**config.mk**
```make
export PLATFORM = sky130hd
export DESIGN_NAME = heartbeat_watchdog_fsm_core
export DESIGN_NICKNAME = d
export VERILOG_FILES = /design/src/rtl/hbwd_pkg.sv /design/src/rtl/hbwd_csr.sv /design/src/rtl/hbwd_in_stage.sv /design/src/rtl/hbwd_engine.sv /design/src/rtl/hbwd_out_stage.sv /design/src/rtl/heartbeat_watchdog_fsm_core.sv
export SDC_FILE = /design/constraint.sdc
export NUM_CORES = 1
export LEC_CHECK = 0
export ABC_CLOCK_PERIOD_IN_PS = 8460
export BUFFER_PORTS_ARGS = -buffer_cell sky130_fd_sc_hd__buf_2
export CORE_MARGIN = 2
export CORE_UTILIZATION = 45
export CTS_BUF_LIST = sky130_fd_sc_hd__clkbuf_4
export DETAILED_ROUTE_END_ITERATION = 7
export GPL_TIMING_DRIVEN = 0
export SLEW_MARGIN = 15
export SYNTH_ARGS = -nofsm -noshare
export SYNTH_HDL_FRONTEND = slang
export SYNTH_SLANG_ARGS = --single-unit
```
**constraint.sdc**
```tcl
create_clock -name clock -period 8.46 [get_ports clock]
set_clock_uncertainty 0.2 [all_clocks]
set_input_delay 1.692 -clock clock [delete_from_list [all_inputs] [get_ports clock]]
set_output_delay 1.692 -clock clock [all_outputs]
set_load 0.02 [all_outputs]
```
**src/rtl/hbwd_pkg.sv**
```systemverilog
`default_nettype none

package hbwd_pkg;

   // watchdog states, also used as the entered code (init means none)
   typedef enum logic [2:0] {
      ST_INIT     = 3'd0,
      ST_NORMAL   = 3'd1,
      ST_ALARM    = 3'd2,
      ST_FAULT    = 3'd3,
      ST_RECOVERY = 3'd4
   } wd_state_type;

   // request operation codes
   typedef enum logic [1:0] {
      OP_TICK    = 2'd0,
      OP_SAMPLE  = 2'd1,
      OP_DISABLE = 2'd2,
      OP_ENABLE  = 2'd3
   } op_type;

   // register map
   localparam int CsrIndexWidth = 8;
   localparam logic [CsrIndexWidth-1:0] CSR_ALARM_TIMEOUT    = 8'd0;
   localparam logic [CsrIndexWidth-1:0] CSR_FAULT_TIMEOUT    = 8'd1;
   localparam logic [CsrIndexWidth-1:0] CSR_RECOVERY_TIMEOUT = 8'd2;
   localparam logic [CsrIndexWidth-1:0] CSR_RECOVER_HOLD     = 8'd3;

   localparam logic [15:0] ALARM_TIMEOUT_RESET    = 16'd10;
   localparam logic [15:0] FAULT_TIMEOUT_RESET    = 16'd20;
   localparam logic [15:0] RECOVERY_TIMEOUT_RESET = 16'd20;
   localparam logic [15:0] RECOVER_HOLD_RESET     = 16'd10;

   localparam logic [1:0] CHANGE_COUNT_MAX = 2'd2;

   typedef struct packed {
      logic [15:0] alarm_timeout;
      logic [15:0] fault_timeout;
      logic [15:0] recovery_timeout;
      logic [15:0] recover_hold;
   } cfg_type;

   typedef struct packed {
      op_type      op;
      logic [15:0] beat_value;
   } item_type;

   typedef struct packed {
      wd_state_type wd_state;
      logic         is_enabled;
      wd_state_type entered;
      logic [31:0]  worst_fault_recovery;
      logic [31:0]  worst_alarm_recovery;
   } result_type;

endpackage

`default_nettype wire

```
**src/rtl/hbwd_csr.sv**
```systemverilog
`default_nettype none

module hbwd_csr
   import hbwd_pkg::*;
(
   input  wire logic                     clock,
   input  wire logic                     reset,
   input  wire logic                     csr_valid,
   output logic                          csr_ready,
   input  wire logic [CsrIndexWidth-1:0] csr_index,
   input  wire logic [15:0]              csr_wdata,
   output cfg_type                       cfg
);

   cfg_type cfg_ff;
   cfg_type cfg_in;

   assign csr_ready = 1'b1;
   assign cfg       = cfg_ff;

   // register write decode, unknown indexes are dropped
   always_comb begin
      cfg_in = cfg_ff;
      if (csr_valid) begin
         case (csr_index)
            CSR_ALARM_TIMEOUT:    cfg_in.alarm_timeout    = csr_wdata;
            CSR_FAULT_TIMEOUT:    cfg_in.fault_timeout    = csr_wdata;
            CSR_RECOVERY_TIMEOUT: cfg_in.recovery_timeout = csr_wdata;
            CSR_RECOVER_HOLD:     cfg_in.recover_hold     = csr_wdata;
            default:              cfg_in = cfg_ff;
         endcase
      end
   end

   always_ff @(posedge clock) begin
      if (reset) begin
         cfg_ff.alarm_timeout    <= ALARM_TIMEOUT_RESET;
         cfg_ff.fault_timeout    <= FAULT_TIMEOUT_RESET;
         cfg_ff.recovery_timeout <= RECOVERY_TIMEOUT_RESET;
         cfg_ff.recover_hold     <= RECOVER_HOLD_RESET;
      end else begin
         cfg_ff <= cfg_in;
      end
   end

endmodule

`default_nettype wire

```
**src/rtl/hbwd_in_stage.sv**
```systemverilog
`default_nettype none

module hbwd_in_stage
   import hbwd_pkg::*;
(
   input  wire logic        clock,
   input  wire logic        reset,
   input  wire logic        req_valid,
   output logic             req_stall,
   input  wire logic [1:0]  req_op,
   input  wire logic [15:0] req_beat_value,
   input  wire logic        advance,
   output logic             item_valid,
   output item_type         item
);

   logic     item_valid_ff;
   item_type item_ff;
   item_type item_in;

   // hold the request while the held item cannot move on
   assign req_stall  = item_valid_ff && !advance;
   assign item_valid = item_valid_ff;
   assign item       = item_ff;

   always_comb begin
      item_in.op         = op_type'(req_op);
      item_in.beat_value = req_beat_value;
   end

   always_ff @(posedge clock) begin
      if (reset) begin
         item_valid_ff <= 1'b0;
      end else if (!req_stall) begin
         item_valid_ff <= req_valid;
      end
   end

   always_ff @(posedge clock) begin
      if (req_valid && !req_stall) begin
         item_ff <= item_in;
      end
   end

endmodule

`default_nettype wire

```
**src/rtl/hbwd_engine.sv**
```systemverilog
`default_nettype none

module hbwd_engine
   import hbwd_pkg::*;
(
   input  wire logic       clock,
   input  wire logic       reset,
   input  wire logic       item_valid,
   input  wire item_type   item,
   input  wire logic       advance,
   input  wire cfg_type    cfg,
   output result_type      result
);

   wd_state_type state_ff, state_in;
   logic         enabled_ff, enabled_in;
   logic [31:0]  tick_ff, tick_in;
   logic [15:0]  last_beat_ff, last_beat_in;
   logic [31:0]  change_time_ff, change_time_in;
   logic [31:0]  prior_change_ff, prior_change_in;
   logic         change_seen_ff, change_seen_in;
   logic [1:0]   change_count_ff, change_count_in;
   logic [31:0]  alarm_time_ff, alarm_time_in;
   logic [31:0]  fault_time_ff, fault_time_in;
   logic [31:0]  rec_start_ff, rec_start_in;
   logic [31:0]  max_fault_ff, max_fault_in;
   logic [31:0]  max_alarm_ff, max_alarm_in;

   logic         fire;
   logic [31:0]  tick_next;
   logic [31:0]  since;
   logic [31:0]  between;
   logic [31:0]  in_rec;
   logic [31:0]  fault_span;
   logic [31:0]  alarm_span;
   logic         fresh;
   logic         beat_changed;

   assign fire         = item_valid && advance;
   assign tick_next    = tick_ff + 32'd1;
   assign since        = tick_next - change_time_ff;
   assign between      = change_time_ff - prior_change_ff;
   assign in_rec       = tick_next - rec_start_ff;
   assign fault_span   = tick_next - fault_time_ff;
   assign alarm_span   = tick_next - alarm_time_ff;
   assign beat_changed = item.beat_value != last_beat_ff;

   // recent enough changes to allow recovery
   assign fresh = (since <= {16'd0, cfg.alarm_timeout}) &&
                  (between <= {16'd0, cfg.alarm_timeout}) &&
                  (change_count_ff == CHANGE_COUNT_MAX);

   // next state
   always_comb begin
      state_in = state_ff;
      case (item.op)
         OP_TICK: begin
            if (state_ff == ST_INIT) begin
               if (change_seen_ff) begin
                  state_in = ST_NORMAL;
               end
            end else if (enabled_ff) begin
               if (state_ff == ST_NORMAL && since >= {16'd0, cfg.alarm_timeout}) begin
                  state_in = ST_ALARM;
               end else if ((state_ff == ST_ALARM &&
                             since >= {16'd0, cfg.fault_timeout}) ||
                            (state_ff == ST_RECOVERY &&
                             since >= {16'd0, cfg.recovery_timeout})) begin
                  state_in = ST_FAULT;
               end else if ((state_ff == ST_FAULT || state_ff == ST_ALARM) && fresh) begin
                  state_in = ST_RECOVERY;
               end else if (state_ff == ST_RECOVERY &&
                            in_rec >= {16'd0, cfg.recover_hold}) begin
                  state_in = ST_NORMAL;
               end
            end
         end
         OP_DISABLE: begin
            if (state_ff != ST_INIT) begin
               state_in = ST_NORMAL;
            end
         end
         default: state_in = state_ff;
      endcase
   end

   // timestamps, change tracking and worst-case recovery times
   always_comb begin
      enabled_in      = enabled_ff;
      tick_in         = tick_ff;
      last_beat_in    = last_beat_ff;
      change_time_in  = change_time_ff;
      prior_change_in = prior_change_ff;
      change_seen_in  = change_seen_ff;
      change_count_in = change_count_ff;
      alarm_time_in   = alarm_time_ff;
      fault_time_in   = fault_time_ff;
      rec_start_in    = rec_start_ff;
      max_fault_in    = max_fault_ff;
      max_alarm_in    = max_alarm_ff;
      case (item.op)
         OP_TICK: begin
            tick_in = tick_next;
            if (state_in != state_ff) begin
               case (state_in)
                  ST_ALARM: alarm_time_in = tick_next;
                  ST_FAULT: fault_time_in = tick_next;
                  ST_RECOVERY: begin
                     rec_start_in = tick_next;
                     if (state_ff == ST_FAULT) begin
                        if (fault_span > max_fault_ff) begin
                           max_fault_in = fault_span;
                        end
                     end else if (alarm_span > max_alarm_ff) begin
                        max_alarm_in = alarm_span;
                     end
                  end
                  default: rec_start_in = rec_start_ff;
               endcase
            end
         end
         OP_SAMPLE: begin
            if (beat_changed) begin
               if (change_count_ff != CHANGE_COUNT_MAX) begin
                  change_count_in = change_count_ff + 2'd1;
               end
               prior_change_in = change_time_ff;
               change_time_in  = tick_ff;
               change_seen_in  = 1'b1;
               last_beat_in    = item.beat_value;
            end
         end
         OP_DISABLE: begin
            enabled_in      = 1'b0;
            alarm_time_in   = '0;
            fault_time_in   = '0;
            rec_start_in    = '0;
            last_beat_in    = '0;
            change_time_in  = '0;
            prior_change_in = '0;
            change_seen_in  = 1'b0;
         end
         OP_ENABLE: begin
            enabled_in = 1'b1;
         end
         default: enabled_in = enabled_ff;
      endcase
   end

   // result of this transaction, taken from the updated state
   always_comb begin
      result.wd_state             = state_in;
      result.is_enabled           = enabled_in;
      result.entered              = (state_in != state_ff) ? state_in : ST_INIT;
      result.worst_fault_recovery = max_fault_in;
      result.worst_alarm_recovery = max_alarm_in;
   end

   always_ff @(posedge clock) begin
      if (reset) begin
         state_ff        <= ST_INIT;
         enabled_ff      <= 1'b1;
         tick_ff         <= '0;
         last_beat_ff    <= '0;
         change_time_ff  <= '0;
         prior_change_ff <= '0;
         change_seen_ff  <= 1'b0;
         change_count_ff <= '0;
         alarm_time_ff   <= '0;
         fault_time_ff   <= '0;
         rec_start_ff    <= '0;
         max_fault_ff    <= '0;
         max_alarm_ff    <= '0;
      end else if (fire) begin
         state_ff        <= state_in;
         enabled_ff      <= enabled_in;
         tick_ff         <= tick_in;
         last_beat_ff    <= last_beat_in;
         change_time_ff  <= change_time_in;
         prior_change_ff <= prior_change_in;
         change_seen_ff  <= change_seen_in;
         change_count_ff <= change_count_in;
         alarm_time_ff   <= alarm_time_in;
         fault_time_ff   <= fault_time_in;
         rec_start_ff    <= rec_start_in;
         max_fault_ff    <= max_fault_in;
         max_alarm_ff    <= max_alarm_in;
      end
   end

endmodule

`default_nettype wire

```
**src/rtl/hbwd_out_stage.sv**
```systemverilog
`default_nettype none

module hbwd_out_stage
   import hbwd_pkg::*;
(
   input  wire logic       clock,
   input  wire logic       reset,
   input  wire logic       item_valid,
   input  wire result_type result,
   output logic            advance,
   output logic            rsp_valid,
   input  wire logic       rsp_stall,
   output result_type      rsp_result
);

   logic       rsp_valid_ff;
   result_type rsp_result_ff;

   // the result register can load when empty or being taken
   assign advance    = !rsp_valid_ff || !rsp_stall;
   assign rsp_valid  = rsp_valid_ff;
   assign rsp_result = rsp_result_ff;

   always_ff @(posedge clock) begin
      if (reset) begin
         rsp_valid_ff <= 1'b0;
      end else if (advance) begin
         rsp_valid_ff <= item_valid;
      end
   end

   always_ff @(posedge clock) begin
      if (advance && item_valid) begin
         rsp_result_ff <= result;
      end
   end

endmodule

`default_nettype wire

```
**src/rtl/heartbeat_watchdog_fsm_core.sv**
```systemverilog
// Heartbeat watchdog core.
// Request channel (req_valid / req_stall): one transaction carries an op
// (tick, heartbeat sample, disable, enable) and a 16-bit beat value.
// Response channel (rsp_valid / rsp_stall): exactly one transaction per
// request, in order, with the watchdog state, the enable flag, the state
// entered by that request (zero when none) and the worst fault-to-recovery
// and alarm-to-recovery times in ticks.
// Config channel (csr_valid / csr_ready): csr_index 0..3 selects alarm,
// fault, recovery timeouts and recovery hold; other indexes are ignored.
// csr_ready is always high; write only while the core is idle.
// A request goes from accept into the request register, then through the
// evaluation logic into the response register. Throughput is one
// transaction per cycle while rsp_stall is low.
// When rsp_stall is high the response holds, the request register fills, and
// req_stall rises only once both registers are occupied.
// Reset (synchronous, active high) empties both registers, loads the
// default timeouts and puts the watchdog in INIT with evaluation enabled.
`default_nettype none

module heartbeat_watchdog_fsm_core
   import hbwd_pkg::*;
(
   input  wire logic                     clock,
   input  wire logic                     reset,
   input  wire logic                     req_valid,
   output logic                          req_stall,
   input  wire logic [1:0]               req_op,
   input  wire logic [15:0]              req_beat_value,
   output logic                          rsp_valid,
   input  wire logic                     rsp_stall,
   output logic [2:0]                    rsp_wd_state,
   output logic                          rsp_is_enabled,
   output logic [2:0]                    rsp_entered,
   output logic [31:0]                   rsp_worst_fault_recovery,
   output logic [31:0]                   rsp_worst_alarm_recovery,
   input  wire logic                     csr_valid,
   output logic                          csr_ready,
   input  wire logic [CsrIndexWidth-1:0] csr_index,
   input  wire logic [15:0]              csr_wdata
);

   cfg_type    cfg;
   item_type   item;
   logic       item_valid;
   logic       advance;
   result_type result;
   result_type rsp_result;

   hbwd_csr u_csr (
      .clock     (clock),
      .reset     (reset),
      .csr_valid (csr_valid),
      .csr_ready (csr_ready),
      .csr_index (csr_index),
      .csr_wdata (csr_wdata),
      .cfg       (cfg)
   );

   hbwd_in_stage u_in_stage (
      .clock          (clock),
      .reset          (reset),
      .req_valid      (req_valid),
      .req_stall      (req_stall),
      .req_op         (req_op),
      .req_beat_value (req_beat_value),
      .advance        (advance),
      .item_valid     (item_valid),
      .item           (item)
   );

   hbwd_engine u_engine (
      .clock      (clock),
      .reset      (reset),
      .item_valid (item_valid),
      .item       (item),
      .advance    (advance),
      .cfg        (cfg),
      .result     (result)
   );

   hbwd_out_stage u_out_stage (
      .clock      (clock),
      .reset      (reset),
      .item_valid (item_valid),
      .result     (result),
      .advance    (advance),
      .rsp_valid  (rsp_valid),
      .rsp_stall  (rsp_stall),
      .rsp_result (rsp_result)
   );

   // unpack the response
   assign rsp_wd_state             = rsp_result.wd_state;
   assign rsp_is_enabled           = rsp_result.is_enabled;
   assign rsp_entered              = rsp_result.entered;
   assign rsp_worst_fault_recovery = rsp_result.worst_fault_recovery;
   assign rsp_worst_alarm_recovery = rsp_result.worst_alarm_recovery;

endmodule

`default_nettype wire

```
==> impl_results.md, run 1 <==
* First-pass GRT wire length at 146000 µm
* Max stage delay cell, worst path: or4_1
* Layout cell share with drive strength beyond 1 at 12.3%
* Worst-margin pin slew at 1.26 ns
* Top cell type's share of synthesized area at 23.3%
* Detailed-route wire length per cell at 19.6 µm
* Minimum clock period at 8.24 ns
* EDFF count, synth at 89
* Vias/cell at 5.62
* Top cells by area, synth: dfxtp_1, ha_1, edfxtp_1
* Total iterations of the first detailed-routing run at 5
* CTS tree: built
* Maximum VDD drop at 0.133 mV
* Seq cells post-synth at 434
* Final hold viol count at 0
* CTS Buf Count at 119
* Hpwl dp at 72800 µm
* Congestion Overflow GR at 0
* # rows at 93
* Comb power frac at 8.6%
* Post-Syn Area at 29600 µm²
* Synth-to-layout area growth at 12.9%
* Fillers at 6480
* GRT Util Overall at 27.7%
* Worst path required time at 8.99 ns
* YS warnings at 0
* Critical Path AT at 8.78 ns
* Worst-Skew Late Latency at 0.93 ns
* Post-synth ARST share at 0%
* Max-Cap Viols at 0
* WS Path Type: register to register
* Total power at 0.00448 W
* Initial antenna violation count at 3
* Post-Synthesis Cells at 3643
* Slew margin rel. at 15.3%
* CTS Hold Bufs at 0
* Final instance area at 33400 µm²
* Unique cell type count in the Yosys netlist at 98
* Area after DPL at 31300 µm²
* H-tree Lvls at 3
* Final setup vio count at 0
* Clock root cell: clkbuf_4
* NetSw at 0.00122 W
* Most frequent cell after synthesis: nand2_1
* GP Congestion at 0.996
* Initial Util at 45.7%
* DIE AREA at 67800 µm²
* Part of the Yosys area used for sequential elements at 32.4%
* Share of the clock period used by the worst path at 97.4%
* I/O pin total at 121
* Initial DRC Count at 2492
* Port-buffer cells at 117
* Final Max Tran Viols at 0
* HP Class: register to register
* Setup crit start kind: register
* Max Fclk at 121 MHz
* Clock Power Share at 42.9%
* Commonest cells post-synth: nand2_1, inv_1, a21oi_1, dfxtp_1, ha_1
* Mapped Nets at 3996
* Power Dens Cells at 134 nW/µm²
* Largest net degree at the start of global routing at 29
* CTS Buffer Depth at 3
* CP max stage delay at 0.60 ns
* Status: finished, final reports clean
* DRC violations left at 0
* Placed cells at 4618
* Vias in the first global route at 25300
* Switching share of power at 27.2%
* Part of the power in registers at 48.5%
* Core ar. at 64700 µm²
* Final antenna-violating net count at 0
* Clock transition at path regs at 0.07 ns
* Crit path max fanout at 10
* Drt total wl at 95400 µm
* Die height at 260 µm
* Non-filler cells in the finished layout at 4863
* P_int at 0.00326 W
* Syn Area/Cell at 8.12 µm²
* CTS Sinks at 434
* Total vias in the final route at 27300
* Pleak at 13.9 nW
* Primary FF master, synth: dfxtp_1
* Synth area leader: dfxtp_1
* Nets at 4261
* Die width at 260 µm
* CP Capture Type: register
* Setup tns final at 0 ns
## power by group through the flow
stage                     logic, W  clock network, W  registers (W)
after floorplan           0.000220                 0        0.00224
after global placement    0.000368                 0        0.00222
after detailed placement  0.000372                 0        0.00222
after CTS                 0.000378           0.00198        0.00217
after global routing      0.000419           0.00208        0.00217
final                     0.000386           0.00192        0.00217
## stage by stage
| stage | utilization [%] | hold slack, ns | setup slack [ns] |
|---|---|---|---|
| floorplan | - | 0.225 | 1.16 |
| global placement | 48.3 | 0.238 | -2.16 |
| detailed placement | 48.4 | 0.243 | -1.72 |
| CTS | 51.3 | 0.253 | -0.00556 |
| global route | 51.6 | 0.273 | -0.0164 |
| finish | 51.6 | 0.254 | 0.216 |
## area by class of cell
| cell class | instances | area (µm²) | share of cell area, % |
|---|---|---|---|
| tap | 855 | 1070 | 3.20 |
| clock buffer | 182 | 1370 | 4.09 |
| buffer | 156 | 647 | 1.94 |
| multi-input combinational | 2690 | 18400 | 55.0 |
| clock inverter | 35 | 159 | 0.476 |
| inverter | 361 | 1360 | 4.07 |
| sequential | 434 | 9580 | 28.7 |
| antenna | 4 | 10.0 | 0.0300 |
| timing repair buffer | 146 | 832 | 2.49 |
## registers in the layout, indices dropped and copies added, names as in the netlist
signal	cells
u_out_stage.rsp_result	71
u_csr.cfg	64
u_engine.alarm_time_ff	32
u_engine.change_time_ff	32
u_engine.fault_time_ff	32
u_engine.max_alarm_ff	32
u_engine.max_fault_ff	32
u_engine.prior_change_ff	32
u_engine.rec_start_ff	32
u_engine.tick_ff	32
u_in_stage.item	18
u_engine.last_beat_ff	16
u_engine.state_ff	3
u_engine.change_count_ff	2
u_engine.change_seen_ff	1
u_engine.enabled_ff	1
u_in_stage.item_valid	1
u_out_stage.rsp_valid	1
## critical path: cells and delay by family (launching register included)
kind,cells,cell delay [ns]
xor+xnor,2,0.48
buf+inv,3,0.79
mux,1,0.36
simple gates,18,4.69
flops,1,0.47
fa+ha+maj,2,0.65
compound gates,2,0.37
## per-layer routing
metal  vias to the layer above  track usage (%)  share of wire, %
met5                         -                0                 0
met4                         0             8.37               2.7
met3                       154             4.76               7.5
met2                       919             42.7                43
met1                     12800             39.4                47
li1                      13500                -                 -
## cells in the final DEF, fill, tap and decap left out, drive strengths merged, types with 49 or more instances in the layout
cell type,Yosys,routed
inv,361,362
nand4,62,62
a21oi,353,353
nor2,262,262
nand3,143,143
xnor2,115,115
dfxtp,345,345
nor3,58,58
ha,301,301
xor2,73,73
clkbuf,137,318
o21ai,155,155
nand2,420,420
a211oi,73,73
mux2i,49,49
edfxtp,89,89
mux2,59,59
buf,21,166
a21o,70,70
## logic make-up (layout without fill, tap and decap cells)
kind of cell | after synthesis | in the layout | synth area share, %
buffers and inverters | 519 | 880 | 6.75
xor gates and xnor gates | 188 | 188 | 5.57
and+or+nand+nor | 1186 | 1186 | 19.1
adders and majority gates | 306 | 306 | 13.1
muxes | 108 | 108 | 3.90
other | 1 | 5 | 0.0127
DFF | 434 | 434 | 32.4
AOI/OAI and AO/OA | 901 | 901 | 19.2
## final timing paths
kind / start / to / slack [ns] / cells past startpoint
setup / recovery: u_engine.tick_ff[2]$_SDFFE_PP0P_ / u_engine.max_alarm_ff[22]$_SDFFE_PP0P_ / 0.22 / 28
setup reg to reg: u_engine.tick_ff[2]$_SDFFE_PP0P_ / u_engine.max_alarm_ff[22]$_SDFFE_PP0P_ / 0.22 / 28
hold reg to reg: u_csr.cfg[37]$_SDFFE_PP0P_ / u_csr.cfg[37]$_SDFFE_PP0P_ / 0.25 / 2
hold / removal: u_csr.cfg[37]$_SDFFE_PP0P_ / u_csr.cfg[37]$_SDFFE_PP0P_ / 0.25 / 2
## timing repair
item | in CTS | in global routing
resized for setup | 39 | 38
pin swaps | 5 | 6
endpoints found under the setup margin | 230 | 192
setup buffers | 15 | 11
No activity file was read; power rests on OpenSTA's default activity.
==> inputs of run 2 (changes only) <==
- ABC_CLOCK_PERIOD_IN_PS: 8460 -> 6900
- clock period: 8.46 -> 6.9 ns (I/O delays scaled with it)
==> impl_results.md, run 2 (same netlist as run 1, synthesis figures left out) <==
* I/O pin total at 121 (unchanged)
* Worst path required time at 7.51 ns (was 8.99 ns)
* Hpwl dp at 73200 µm (was 72800 µm)
* Final antenna-violating net count at 0 (unchanged)
* DIE AREA at 67800 µm² (unchanged)
* GRT Util Overall at 28.8% (was 27.7%)
* CTS Buf Count at 121 (was 119)
* Initial Util at 45.7% (unchanged)
* DRC violations left at 0 (unchanged)
* Largest net degree at the start of global routing at 31 (was 29)
* Total iterations of the first detailed-routing run at 7 (was 5)
* RSZ-0062 raised after global routing: true
* CP Capture Type: register (unchanged)
* Initial DRC Count at 2468 (was 2492)
* Setup crit start kind: register (unchanged)
* Commonest non-fill, non-tap cells in the layout: nand2_1, inv_1, a21oi_1 (unchanged)
* CP max stage delay at 0.49 ns (was 0.60 ns)
* H-tree Lvls at 3 (unchanged)
* HP Start: u_csr.cfg[13]$_SDFFE_PP0P_ (was u_csr.cfg[37]$_SDFFE_PP0P_)
* Worst Setup SP: u_engine.tick_ff[0]$_SDFFE_PP0P_ (was u_engine.tick_ff[2]$_SDFFE_PP0P_)
* Final setup vio count at 190 (was 0)
* GP Congestion at 0.966 (was 0.996)
* Congestion Overflow GR at 0 (unchanged)
* Nets at 4400 (was 4261)
* Vias in the first global route at 26200 (was 25300)
* FF/Latch Area at 9620 µm² (was 9580 µm²)
* Clock root cell: clkbuf_4 (unchanged)
* Layout cell share with drive strength beyond 1 at 22.5% (was 12.3%)
* Worst-margin pin slew at 1.39 ns (was 1.26 ns)
* Failing checks: setup timing
* CTS Sinks at 434 (unchanged)
* Area of the multi-input gates at 20400 µm² (was 18400 µm²)
* Port-buffer cells at 117 (unchanged)
* Final Core Density at 57.7% (was 51.6%)
* Max stage delay cell, worst path: or4_4 (was or4_1)
* Minimum clock period at 7.36 ns (was 8.24 ns)
* Final instance area at 37300 µm² (was 33400 µm²)
* Worst-Skew Late Latency at 1.00 ns (was 0.93 ns)
* Final hold viol count at 0 (unchanged)
* Slew margin rel. at 6.92% (was 15.3%)
* Post-place setup slack at -2.53 ns (was -1.72 ns)
* First-pass GRT wire length at 151000 µm (was 146000 µm)
* CTS tree: built (unchanged)
* Maximum VDD drop at 0.128 mV (was 0.133 mV)
* Pleak at 15.4 nW (was 13.9 nW)
* Largest register FFs at 71 (unchanged)
* Core ar. at 64700 µm² (unchanged)
* Synth-to-layout area growth at 26.1% (was 12.9%)
* Fillers at 5862 (was 6480)
* Clock transition at path regs at 0.08 ns (was 0.07 ns)
* WS Path Type: register to register (unchanged)
* CTS Buffer Depth at 3 (unchanged)
* Initial antenna violation count at 3 (unchanged)
* Reg-to-reg critical path startpoint: u_engine.tick_ff[0]$_SDFFE_PP0P_ (was u_engine.tick_ff[2]$_SDFFE_PP0P_)
* Max Fclk at 136 MHz (was 121 MHz)
* Final Max Tran Viols at 0 (unchanged)
* HP Class: register to register (unchanged)
* Power Dens Cells at 154 nW/µm² (was 134 nW/µm²)
* Share of the clock period used by the worst path at 107% (was 97.4%)
* Status: finished with violations (was finished, final reports clean)
* Crit path max fanout at 6 (was 10)
* Critical Path AT at 7.97 ns (was 8.78 ns)
* Die width at 260 µm (unchanged)
* Final worst setup slack at -0.461 ns (was 0.216 ns)
* CTS Hold Bufs at 0 (unchanged)
* Total vias in the final route at 28500 (was 27300)
* Commonest non-fill, non-tap cell in the layout: nand2_1 (unchanged)
* # rows at 93 (unchanged)
* Detailed-route wire length per cell at 20.4 µm (was 19.6 µm)
* Die height at 260 µm (unchanged)
* Max-Cap Viols at 0 (unchanged)
* Drt total wl at 102000 µm (was 95400 µm)
* Area after DPL at 31400 µm² (was 31300 µm²)
* Vias/cell at 5.70 (was 5.62)
==> run 2: cell count changes in the layout (fill, tap and decap cells not counted), sizes merged <==
cell and delta:
bufinv +2, buf +138, diode -3, nand2 +1, clkinvlp -2, clkinv +16
clkbuf -7, inv -4
==> run 2: layout make-up <==
cell class | instances | share of cell area [%]
Tap cell | 855 | 2.87
Sequential cell | 434 | 25.8
Multi-Input combinational cell | 2691 | 54.7
Antenna cell | 1 | 0.00671
Timing Repair Buffer | 291 | 6.61
Inverter | 361 | 3.70
Clock buffer | 177 | 3.56
Clock inverter | 47 | 0.801
Buffer | 147 | 1.97
==> run 2: power by group <==
part / internal [W] / total, W / switching [W]
Combinational: 0.000216 / 0.000568 / 0.000352
Clock: 0.00127 / 0.00251 / 0.00124
Sequential: 0.00264 / 0.00266 / 0.0000225
==> run 2: metal layers <==
metal	track usage [%]	part of all wire (%)
met1	39.9	44
met3	4.97	7.8
met2	44.7	44
met4	10.9	3.4
met5	0	0
==> run 2: final timing paths <==
path,slack [ns],depth (start not counted),to
max,-0.46,32,u_engine.max_alarm_ff[14]$_SDFFE_PP0P_
min,0.25,2,u_csr.cfg[13]$_SDFFE_PP0P_
max reg2reg,-0.46,32,u_engine.max_alarm_ff[14]$_SDFFE_PP0P_
min reg2reg,0.25,2,u_csr.cfg[13]$_SDFFE_PP0P_
==> run 2: stage by stage <==
| stage | total power, W | hold slack (ns) | cells | setup TNS, ns |
|---|---|---|---|---|
| 2_1_floorplan | 0.00301 | 0.225 | 3643 | 0 |
| 3_3_place_gp | 0.00317 | 0.238 | 4615 | -531.82 |
| 3_5_place_dp | 0.00318 | 0.244 | 4619 | -490.98 |
| 4_1_cts | 0.00571 | 0.254 | 4914 | -55.05 |
| 5_1_grt | 0.00597 | 0.267 | 5004 | -100.58 |
| 6_report | 0.00574 | 0.252 | 5004 | -61.33 |
==> run 2: what timing repair did <==
action / 4_1_cts / 5_1_grt
buffers inserted: 68 / 92
setup endpoints to repair: 233 / 227
gates cloned: 8 / 6
pin swaps: 75 / 126
gates resized for setup: 296 / 319
==> run 2: critical path, delay by kind of cell (launching register included) <==
family	cells	cell delay (ns)
buf+inv	4	0.58
flops	1	0.41
compound gates	4	0.61
simple gates	18	4.00
fa+ha+maj	3	0.74
mux	1	0.30
xor+xnor	2	0.35
